--- src/rtl/atr_pkg.sv ---
// Package: shared types and phase codes for the answer-to-reset parser.
`timescale 1ns / 1ps
package atr_pkg;

    typedef enum logic [2:0] {
        PH_INITIAL = 3'd0,
        PH_FORMAT  = 3'd1,
        PH_LEVEL1  = 3'd2,
        PH_LEVEL2  = 3'd3,
        PH_HIST    = 3'd4,
        PH_TAIL    = 3'd5
    } atr_phase_t;

    localparam logic [7:0] HIGH_NIBBLE_MASK = 8'hF0;
    localparam logic [7:0] LOW_NIBBLE_MASK  = 8'h0F;
    localparam logic [7:0] MATCH_FORMAT_HI  = 8'h60;
    localparam logic [7:0] MATCH_B_VALUE    = 8'h00;

    typedef struct packed {
        logic       status;
        logic       card_match;
        logic [7:0] format_byte;
        logic [3:0] historical_count;
        logic [3:0] level_one_mask;
        logic [3:0] level_two_mask;
        logic [7:0] first_interface_byte;
        logic [7:0] second_interface_byte;
        logic [7:0] third_interface_byte;
        logic [7:0] fourth_interface_byte;
    } atr_result_t;

endpackage

--- src/rtl/atr_if.sv ---
// Interfaces: byte request channel and result request channel.
`timescale 1ns / 1ps
interface atr_byte_if;
    logic       valid;
    logic       ready;
    logic [7:0] atr_byte;
    logic       last_byte;

    modport source (output valid, output atr_byte, output last_byte, input ready);
    modport sink   (input valid, input atr_byte, input last_byte, output ready);
endinterface

interface atr_result_if;
    logic       valid;
    logic       ready;
    logic       status;
    logic       card_match;
    logic [7:0] format_byte;
    logic [3:0] historical_count;
    logic [3:0] level_one_mask;
    logic [3:0] level_two_mask;
    logic [7:0] first_interface_byte;
    logic [7:0] second_interface_byte;
    logic [7:0] third_interface_byte;
    logic [7:0] fourth_interface_byte;

    modport source (
        output valid, input ready,
        output status, output card_match, output format_byte, output historical_count,
        output level_one_mask, output level_two_mask,
        output first_interface_byte, output second_interface_byte,
        output third_interface_byte, output fourth_interface_byte
    );
    modport sink (
        input valid, output ready,
        input status, input card_match, input format_byte, input historical_count,
        input level_one_mask, input level_two_mask,
        input first_interface_byte, input second_interface_byte,
        input third_interface_byte, input fourth_interface_byte
    );
endinterface

--- src/rtl/atr_parse_core.sv ---
// Parse core: phase state, captured fields and per-byte result logic.
`timescale 1ns / 1ps
module atr_parse_core (
    input  logic                 clk,
    input  logic                 rst_n,
    input  logic                 take,
    input  logic [7:0]           atr_byte,
    input  logic                 last_byte,
    output logic                 push,
    output atr_pkg::atr_result_t result
);

    atr_pkg::atr_phase_t phase_reg, phase_next;
    logic [3:0] pend_reg, pend_next;
    logic [3:0] hist_reg, hist_next;
    logic [7:0] fmt_reg, fmt_next;
    logic [7:0] l1_reg [4];
    logic [7:0] l1_next [4];
    logic [3:0] l1p_reg, l1p_next;
    logic [3:0] l2p_reg, l2p_next;
    logic [1:0] low_idx;
    logic       trunc;
    logic       match;

    function automatic logic [1:0] lowest_bit(input logic [3:0] m);
        logic [1:0] idx;
        idx = 2'd0;
        if (m[0])      idx = 2'd0;
        else if (m[1]) idx = 2'd1;
        else if (m[2]) idx = 2'd2;
        else if (m[3]) idx = 2'd3;
        return idx;
    endfunction

    assign low_idx = lowest_bit(pend_reg);

    always_comb
    begin
        phase_next = phase_reg;
        pend_next  = pend_reg;
        hist_next  = hist_reg;
        fmt_next   = fmt_reg;
        l1_next    = l1_reg;
        l1p_next   = l1p_reg;
        l2p_next   = l2p_reg;
        case (phase_reg)
            atr_pkg::PH_INITIAL:
            begin
                phase_next = atr_pkg::PH_FORMAT;
            end
            atr_pkg::PH_FORMAT:
            begin
                fmt_next  = atr_byte;
                pend_next = atr_byte[7:4];
                hist_next = atr_byte[3:0];
                if (atr_byte[7:4] != 4'd0)
                    phase_next = atr_pkg::PH_LEVEL1;
                else if (atr_byte[3:0] != 4'd0)
                    phase_next = atr_pkg::PH_HIST;
                else
                    phase_next = atr_pkg::PH_TAIL;
            end
            atr_pkg::PH_LEVEL1:
            begin
                l1_next[low_idx]   = atr_byte;
                l1p_next[low_idx]  = 1'b1;
                pend_next          = pend_reg;
                pend_next[low_idx] = 1'b0;
                if (low_idx == 2'd3)
                begin
                    pend_next = atr_byte[7:4];
                    if (atr_byte[7:4] != 4'd0)
                        phase_next = atr_pkg::PH_LEVEL2;
                    else
                        phase_next = (hist_reg != 4'd0) ? atr_pkg::PH_HIST
                                                         : atr_pkg::PH_TAIL;
                end
                else if (pend_next == 4'd0)
                begin
                    phase_next = (hist_reg != 4'd0) ? atr_pkg::PH_HIST : atr_pkg::PH_TAIL;
                end
            end
            atr_pkg::PH_LEVEL2:
            begin
                l2p_next[low_idx]  = 1'b1;
                pend_next[low_idx] = 1'b0;
                if (pend_next == 4'd0)
                    phase_next = (hist_reg != 4'd0) ? atr_pkg::PH_HIST : atr_pkg::PH_TAIL;
            end
            atr_pkg::PH_HIST:
            begin
                hist_next = hist_reg - 4'd1;
                if (hist_next == 4'd0)
                    phase_next = atr_pkg::PH_TAIL;
            end
            default:
            begin
                phase_next = phase_reg;
            end
        endcase
    end

    assign trunc = (phase_next == atr_pkg::PH_FORMAT) || (phase_next == atr_pkg::PH_LEVEL1)
                || (phase_next == atr_pkg::PH_LEVEL2) || (phase_next == atr_pkg::PH_HIST);

    assign match = !trunc
                && ((fmt_next & atr_pkg::HIGH_NIBBLE_MASK) == atr_pkg::MATCH_FORMAT_HI)
                && l1p_next[1] && (l1_next[1] == atr_pkg::MATCH_B_VALUE)
                && l1p_next[2] && (l2p_next == 4'd0);

    assign push = take && last_byte;

    always_comb
    begin
        result.status                = trunc;
        result.card_match            = match;
        result.format_byte           = fmt_next;
        result.historical_count      = trunc ? 4'd0
                                             : fmt_next[3:0] & atr_pkg::LOW_NIBBLE_MASK[3:0];
        result.level_one_mask        = l1p_next;
        result.level_two_mask        = l2p_next;
        result.first_interface_byte  = l1_next[0];
        result.second_interface_byte = l1_next[1];
        result.third_interface_byte  = l1_next[2];
        result.fourth_interface_byte = l1_next[3];
    end

    always_ff @(posedge clk or negedge rst_n)
    begin
        if (!rst_n)
        begin
            phase_reg <= atr_pkg::PH_INITIAL;
            pend_reg  <= 4'd0;
            hist_reg  <= 4'd0;
            fmt_reg   <= 8'd0;
            l1_reg    <= '{default: 8'd0};
            l1p_reg   <= 4'd0;
            l2p_reg   <= 4'd0;
        end
        else if (take)
        begin
            if (last_byte)
            begin
                phase_reg <= atr_pkg::PH_INITIAL;
                pend_reg  <= 4'd0;
                hist_reg  <= 4'd0;
                fmt_reg   <= 8'd0;
                l1_reg    <= '{default: 8'd0};
                l1p_reg   <= 4'd0;
                l2p_reg   <= 4'd0;
            end
            else
            begin
                phase_reg <= phase_next;
                pend_reg  <= pend_next;
                hist_reg  <= hist_next;
                fmt_reg   <= fmt_next;
                l1_reg    <= l1_next;
                l1p_reg   <= l1p_next;
                l2p_reg   <= l2p_next;
            end
        end
    end

endmodule

--- src/rtl/atr_out_buf.sv ---
// Output stage: result register plus skid register.
`timescale 1ns / 1ps
module atr_out_buf (
    input  logic                 clk,
    input  logic                 rst_n,
    input  logic                 push,
    input  atr_pkg::atr_result_t push_data,
    output logic                 can_push,
    output logic                 res_valid,
    input  logic                 res_ready,
    output atr_pkg::atr_result_t res_data
);

    logic                 main_valid_reg, main_valid_next;
    logic                 skid_valid_reg, skid_valid_next;
    atr_pkg::atr_result_t main_data_reg, main_data_next;
    atr_pkg::atr_result_t skid_data_reg, skid_data_next;
    logic                 pop;

    assign pop      = main_valid_reg && res_ready;
    assign can_push = !skid_valid_reg;

    always_comb
    begin
        main_valid_next = main_valid_reg;
        skid_valid_next = skid_valid_reg;
        main_data_next  = main_data_reg;
        skid_data_next  = skid_data_reg;
        if (skid_valid_reg)
        begin
            if (pop)
            begin
                main_data_next  = skid_data_reg;
                skid_valid_next = 1'b0;
            end
        end
        else if (push)
        begin
            if (!main_valid_reg || pop)
            begin
                main_data_next  = push_data;
                main_valid_next = 1'b1;
            end
            else
            begin
                skid_data_next  = push_data;
                skid_valid_next = 1'b1;
            end
        end
        else if (pop)
        begin
            main_valid_next = 1'b0;
        end
    end

    always_ff @(posedge clk or negedge rst_n)
    begin
        if (!rst_n)
        begin
            main_valid_reg <= 1'b0;
            skid_valid_reg <= 1'b0;
        end
        else
        begin
            main_valid_reg <= main_valid_next;
            skid_valid_reg <= skid_valid_next;
        end
    end

    always_ff @(posedge clk)
    begin
        main_data_reg <= main_data_next;
        skid_data_reg <= skid_data_next;
    end

    assign res_valid = main_valid_reg;
    assign res_data  = main_data_reg;

endmodule

--- src/rtl/smart_card_atr_parse_and_match.sv ---
// Top level: answer-to-reset parser with card compatibility match.
// Takes one answer-to-reset byte per cycle while input is not stalled. The parse
// of a byte is one combinational step from the phase and captured-field
// registers; the result of a final byte is registered in the result register,
// or in the skid register while the result register holds an untaken result,
// and offered on the output channel from the result register. Input stalls
// only when both hold untaken results, so one waiting result does not stall it.
`timescale 1ns / 1ps
module smart_card_atr_parse_and_match (
    input  logic         clk,
    input  logic         rst_n,
    atr_byte_if.sink     atr_bytes,
    atr_result_if.source atr_report
);

    logic                 take;
    logic                 push;
    logic                 can_push;
    atr_pkg::atr_result_t core_result;
    atr_pkg::atr_result_t res_data;

    assign atr_bytes.ready = can_push;
    assign take            = atr_bytes.valid && can_push;

    atr_parse_core u_core (
        .clk       (clk),
        .rst_n     (rst_n),
        .take      (take),
        .atr_byte  (atr_bytes.atr_byte),
        .last_byte (atr_bytes.last_byte),
        .push      (push),
        .result    (core_result)
    );

    atr_out_buf u_out (
        .clk       (clk),
        .rst_n     (rst_n),
        .push      (push),
        .push_data (core_result),
        .can_push  (can_push),
        .res_valid (atr_report.valid),
        .res_ready (atr_report.ready),
        .res_data  (res_data)
    );

    assign atr_report.status                = res_data.status;
    assign atr_report.card_match            = res_data.card_match;
    assign atr_report.format_byte           = res_data.format_byte;
    assign atr_report.historical_count      = res_data.historical_count;
    assign atr_report.level_one_mask        = res_data.level_one_mask;
    assign atr_report.level_two_mask        = res_data.level_two_mask;
    assign atr_report.first_interface_byte  = res_data.first_interface_byte;
    assign atr_report.second_interface_byte = res_data.second_interface_byte;
    assign atr_report.third_interface_byte  = res_data.third_interface_byte;
    assign atr_report.fourth_interface_byte = res_data.fourth_interface_byte;

endmodule
--- src/flat_wrapper.sv ---
// flat-port wrapper written by rule: the top's interface ports become plain ports
module smart_card_atr_parse_and_match_flat 
  (clk, rst_n, atr_bytes_valid, atr_bytes_atr_byte, atr_bytes_last_byte, atr_bytes_ready, atr_report_valid, atr_report_ready, atr_report_status, atr_report_card_match, atr_report_format_byte, atr_report_historical_count, atr_report_level_one_mask, atr_report_level_two_mask, atr_report_first_interface_byte, atr_report_second_interface_byte, atr_report_third_interface_byte, atr_report_fourth_interface_byte);
  atr_byte_if atr_bytes_i ();
  atr_result_if atr_report_i ();
  input  logic clk;
  input  logic rst_n;
  input wire logic [$bits(atr_bytes_i.valid)-1:0] atr_bytes_valid;
  input wire logic [$bits(atr_bytes_i.atr_byte)-1:0] atr_bytes_atr_byte;
  input wire logic [$bits(atr_bytes_i.last_byte)-1:0] atr_bytes_last_byte;
  output wire logic [$bits(atr_bytes_i.ready)-1:0] atr_bytes_ready;
  output wire logic [$bits(atr_report_i.valid)-1:0] atr_report_valid;
  input wire logic [$bits(atr_report_i.ready)-1:0] atr_report_ready;
  output wire logic [$bits(atr_report_i.status)-1:0] atr_report_status;
  output wire logic [$bits(atr_report_i.card_match)-1:0] atr_report_card_match;
  output wire logic [$bits(atr_report_i.format_byte)-1:0] atr_report_format_byte;
  output wire logic [$bits(atr_report_i.historical_count)-1:0] atr_report_historical_count;
  output wire logic [$bits(atr_report_i.level_one_mask)-1:0] atr_report_level_one_mask;
  output wire logic [$bits(atr_report_i.level_two_mask)-1:0] atr_report_level_two_mask;
  output wire logic [$bits(atr_report_i.first_interface_byte)-1:0] atr_report_first_interface_byte;
  output wire logic [$bits(atr_report_i.second_interface_byte)-1:0] atr_report_second_interface_byte;
  output wire logic [$bits(atr_report_i.third_interface_byte)-1:0] atr_report_third_interface_byte;
  output wire logic [$bits(atr_report_i.fourth_interface_byte)-1:0] atr_report_fourth_interface_byte;
  assign atr_bytes_i.valid = atr_bytes_valid;
  assign atr_bytes_i.atr_byte = atr_bytes_atr_byte;
  assign atr_bytes_i.last_byte = atr_bytes_last_byte;
  assign atr_bytes_ready = atr_bytes_i.ready;
  assign atr_report_valid = atr_report_i.valid;
  assign atr_report_i.ready = atr_report_ready;
  assign atr_report_status = atr_report_i.status;
  assign atr_report_card_match = atr_report_i.card_match;
  assign atr_report_format_byte = atr_report_i.format_byte;
  assign atr_report_historical_count = atr_report_i.historical_count;
  assign atr_report_level_one_mask = atr_report_i.level_one_mask;
  assign atr_report_level_two_mask = atr_report_i.level_two_mask;
  assign atr_report_first_interface_byte = atr_report_i.first_interface_byte;
  assign atr_report_second_interface_byte = atr_report_i.second_interface_byte;
  assign atr_report_third_interface_byte = atr_report_i.third_interface_byte;
  assign atr_report_fourth_interface_byte = atr_report_i.fourth_interface_byte;
  smart_card_atr_parse_and_match u_core (.clk(clk), .rst_n(rst_n), .atr_bytes(atr_bytes_i), .atr_report(atr_report_i));
endmodule
--- config.mk ---
export PLATFORM = sky130hd
export DESIGN_NAME = smart_card_atr_parse_and_match_flat
export DESIGN_NICKNAME = d
export VERILOG_FILES = /design/src/rtl/atr_pkg.sv /design/src/rtl/atr_if.sv /design/src/rtl/atr_parse_core.sv /design/src/rtl/atr_out_buf.sv /design/src/rtl/smart_card_atr_parse_and_match.sv /design/src/flat_wrapper.sv
export SDC_FILE = /design/constraint.sdc
export NUM_CORES = 1
export LEC_CHECK = 0
export ABC_AREA = 1
export BUFFER_PORTS_ARGS = -buffer_cell sky130_fd_sc_hd__buf_2
export CORE_ASPECT_RATIO = 1.4
export CORE_MARGIN = 2
export CORE_UTILIZATION = 35
export DETAILED_ROUTE_END_ITERATION = 12
export PLACE_DENSITY = 0.63
export SETUP_SLACK_MARGIN = 0.1
export SYNTH_ARGS = -nofsm -noshare
export SYNTH_HDL_FRONTEND = slang
export SYNTH_SLANG_ARGS = --single-unit
export TNS_END_PERCENT = 30
--- constraint.sdc ---
create_clock -name clk -period 10.45 [get_ports clk]
set_input_delay 0.5225 -clock clk [delete_from_list [all_inputs] [get_ports clk]]
set_output_delay 0.5225 -clock clk [all_outputs]
set_load 0.005 [all_outputs]
==> summary.txt <==
STA
  • Setup-failing EPs final: 0
  • Clk_skew: ~0.0075 ns
  • Final worst slack: between 7 and 8 ns
  • FMAX: 0.300 GHz
  • Slew margin rel.: 0.426
  • Final hold violations: 0
  • Final Critical Period: about 3.3 ns
  • Fin crit share: 0.319
  • Final setup TNS: 0 ns
  • Fin. max-slew vios: 0
  • Worst-Margin Slew: 0.861 ns
  • RSZ-0062 raised after global routing: no

CTS
  • Clk_lat worst skew: about 0.42 ns
  • Root Buffer: clkbuf_16
  • Num CTS Buffers: 17
  • Clk sink count: roughly 170
  • Clock Tree Buf Depth: 2
  • H-tree depth: 4
  • Cts hold-fix bufs: 0
  • Post-CTS Setup Inserts: 0
  • CTS tree: done
  • Post_cts resized: 0
  • Clock-pin slew on the worst setup and hold paths: about 0.070 ns

Power and ir drop
  • P per Cell Area: around 270 mW/mm2
  • Flop pwr share: 0.418
  • Switching power: 845 uW
  • Worst vdd ir: between 0.1 and 0.15 mV
  • P_int: 1490 uW
  • Switch share: 0.362
  • Combinational Power Share: 0.326
  • Leak Pwr: around 0.0038 uW
  • Portion of total power attributed to the clock network: 0.256

Layout
  • Fillers: between 2000 and 2500
  • Final net count: 803
  • Diode count: 0
  • Layout cell share with drive strength beyond 1: 0.174
  • Final Cell Area: roughly 0.0085 mm2
  • Final cell count without fillers: around 1100
  • Area growth syn-to-layout: 16.0%

Placement
  • Post-DP HPWL: ~11 mm
  • RePlAce Congestion: 0.907
  • Placed Area: ~0.0079 mm2
  • Placement Setup Slack: 7.08 ns
  • IO buf count: just under 70
  • Placed insts: between 1000 and 1500

Routing
  • Detailed Routing Iterations Pass 1: 5
  • Avg Vias per Cell: just under 5
  • DR iter-0 viols: 396
  • Via Count: 5075
  • Wire per inst: between 15 and 20 um
  • Post-route ant nets: 0
  • WL final: about 16 mm
  • Post-route DRC: 0

Run
  • Maxcap violations: 0

Yosys
  • Post-synth top area share: 0.444
  • Post-synth EDFFs: ~110
  • Yosys warns: 0
  • Post-synthesis sequential area ratio: 0.653
  • Synth Flop Type: edfxtp_1
  • Yosys top cell by area: edfxtp_1
  • Top cells by area, synth: edfxtp_1, dfrtp_1, nand2_1
  • Post-Syn Area per Cell: ~10 um2
  • Synth Cell Area: roughly 0.0073 mm2
  • Cell variety after synth: 36
  • Async set-or-reset flop fraction in the synthesized netlist: 0.361
  • Syn nets: between 700 and 800
  • Flip-flop and latch count after synthesis: around 170
  • Post-synth top cells: nand2_1, inv_1, edfxtp_1
  • Mapped Cells: between 700 and 800
  • Count leader, synth: nand2_1

Setup path
  • WP depth: 6
  • Buffer and inverter count on the worst path: 3
  • Slowest CP cell: nor2_4
  • Cell breakdown of the critical path: inv_2 -> nand2_1 -> nor2_1 -> inv_1 -> nor2_4 -> buf_4
  • CP Class: flop to flop
  • Worst Path Arrival: around 3.4 ns
  • Cell family with most CP delay: simple AND/OR/NAND/NOR gates
  • Crit end category: flop
  • Crit Reg-Reg Endpoint: u_core.u_out.skid_data_reg[7]$_DFFE_PP_
  • Max stage delay on crit path: 0.67 ns
  • Worst-path fanout max: 29
  • R2r worst-path depth: 6
  • CP required: around 11 ns
  • R2r startpoint: u_core.u_out.skid_valid_reg$_DFF_PN0_
  • Flop2flop setup slack: ~7.1 ns
  • Startpoint types: flop

Floorplanning
  • Die W: between 100 and 150 um
  • Row count: 62
  • Num ports: 69
  • Placeable Area: just over 0.02 mm2
  • Initial core utilization: 0.357
  • Full die area: roughly 0.022 mm2
  • Height of the die: around 170 um

Global routing
  • Initial antenna violation count: 1
  • GRT Resource Usage Total: 0.148
  • First-pass GRT wire length: around 25 mm
  • Largest net degree at the start of global routing: ~100
  • Gr ovfl total: 0
  • Number of global-route vias before repair: 4818

Status
  • Status: completed

Worst hold path
  • Hold crit path type: input pin to async pin
==> cell type report <==
cell class	count	area (um2)	area share
clock inverters	13	118	0.0139
inverters	121	454	0.0536
repair buffers	74	385	0.0455
clock buffers	19	443	0.0523
multi-input cells	405	1990	0.234
flip-flops and latches	169	4770	0.563
well taps	256	320	0.0378
==> kinds of logic (layout without fill, tap and decap cells) <==
kind of cell             count (synthesis)  count (layout)  synth area share
AO/OA/AOI/OAI                          160             160             0.124
XOR/XNOR                                 2               2           0.00240
adder cells (fa/ha/maj)                  2               2           0.00342
buffers and inverters                  147             227            0.0784
flip-flops                             169             169             0.653
AND/OR/NAND/NOR                        241             241             0.140
==> per-layer routing <==
layer  wire, um  track usage
met5         11            0
met4        251       0.0508
met3        600       0.0312
met2       8660        0.268
met1       6640        0.174
==> worst register-to-register path, cell delays in order, from the launching register on <==
cell and delay, ns:
dfrtp_2 0.41, inv_2 0.14, nand2_1 0.41, nor2_1 0.57, inv_1 0.28, nor2_4 0.67, buf_4 0.51
==> power groups by stage <==
stage	Combinational (uW)	Sequential [uW]	Clock [uW]
CTS	770	975	609
floorplan	521	995	0
global route	860	987	637
global placement	752	985	0
detailed placement	767	988	0
finish	760	974	597
==> metrics by stage <==
step	util	power, uW	hold WS [ns]
after floorplan	-	1520	0.227
after global routing	0.414	2480	0.319
after global placement	0.387	1740	0.469
final	0.414	2330	0.274
after CTS	0.414	2350	0.300
after detailed placement	0.387	1760	0.474
==> cell usage in the layout (no fill, tap or decap), types with 3 or more instances in the layout <==
cell,synthesis,routed
nor2_1,40,39
nand3_1,21,21
buf_2,5,68
edfxtp_1,108,108
o21ai_1,31,31
nor2_4,2,3
nand2_1,158,158
clkbuf_16,0,17
nand2_4,3,3
nor2_2,6,6
a21oi_1,8,7
nand2_2,4,4
dfrtp_1,61,60
a211oi_1,4,4
inv_2,9,9
o21ai_0,66,66
o32ai_1,3,3
buf_4,2,6
inv_1,112,112
clkinvlp_4,0,4
o22ai_1,38,38
inv_6,0,4
==> how the worst max path moves through the flow <==
stage / start / endpoint / slack [ns]
floorplan: u_core.u_out.skid_valid_reg$_DFF_PN0_ / u_core.u_out.res_data[0]$_DFFE_PP_ / 6.11
global placement: atr_bytes_valid / u_core.u_out.skid_data_reg[1]$_DFFE_PP_ / 7.15
detailed placement: atr_bytes_valid / u_core.u_out.skid_data_reg[2]$_DFFE_PP_ / 7.08
CTS: u_core.u_out.skid_valid_reg$_DFF_PN0_ / u_core.u_out.skid_data_reg[7]$_DFFE_PP_ / 7.10
global route: u_core.u_out.skid_valid_reg$_DFF_PN0_ / u_core.u_out.skid_data_reg[7]$_DFFE_PP_ / 6.87
finish: u_core.u_out.skid_valid_reg$_DFF_PN0_ / u_core.u_out.skid_data_reg[7]$_DFFE_PP_ / 7.11
Power figures use the tool's default switching activity.
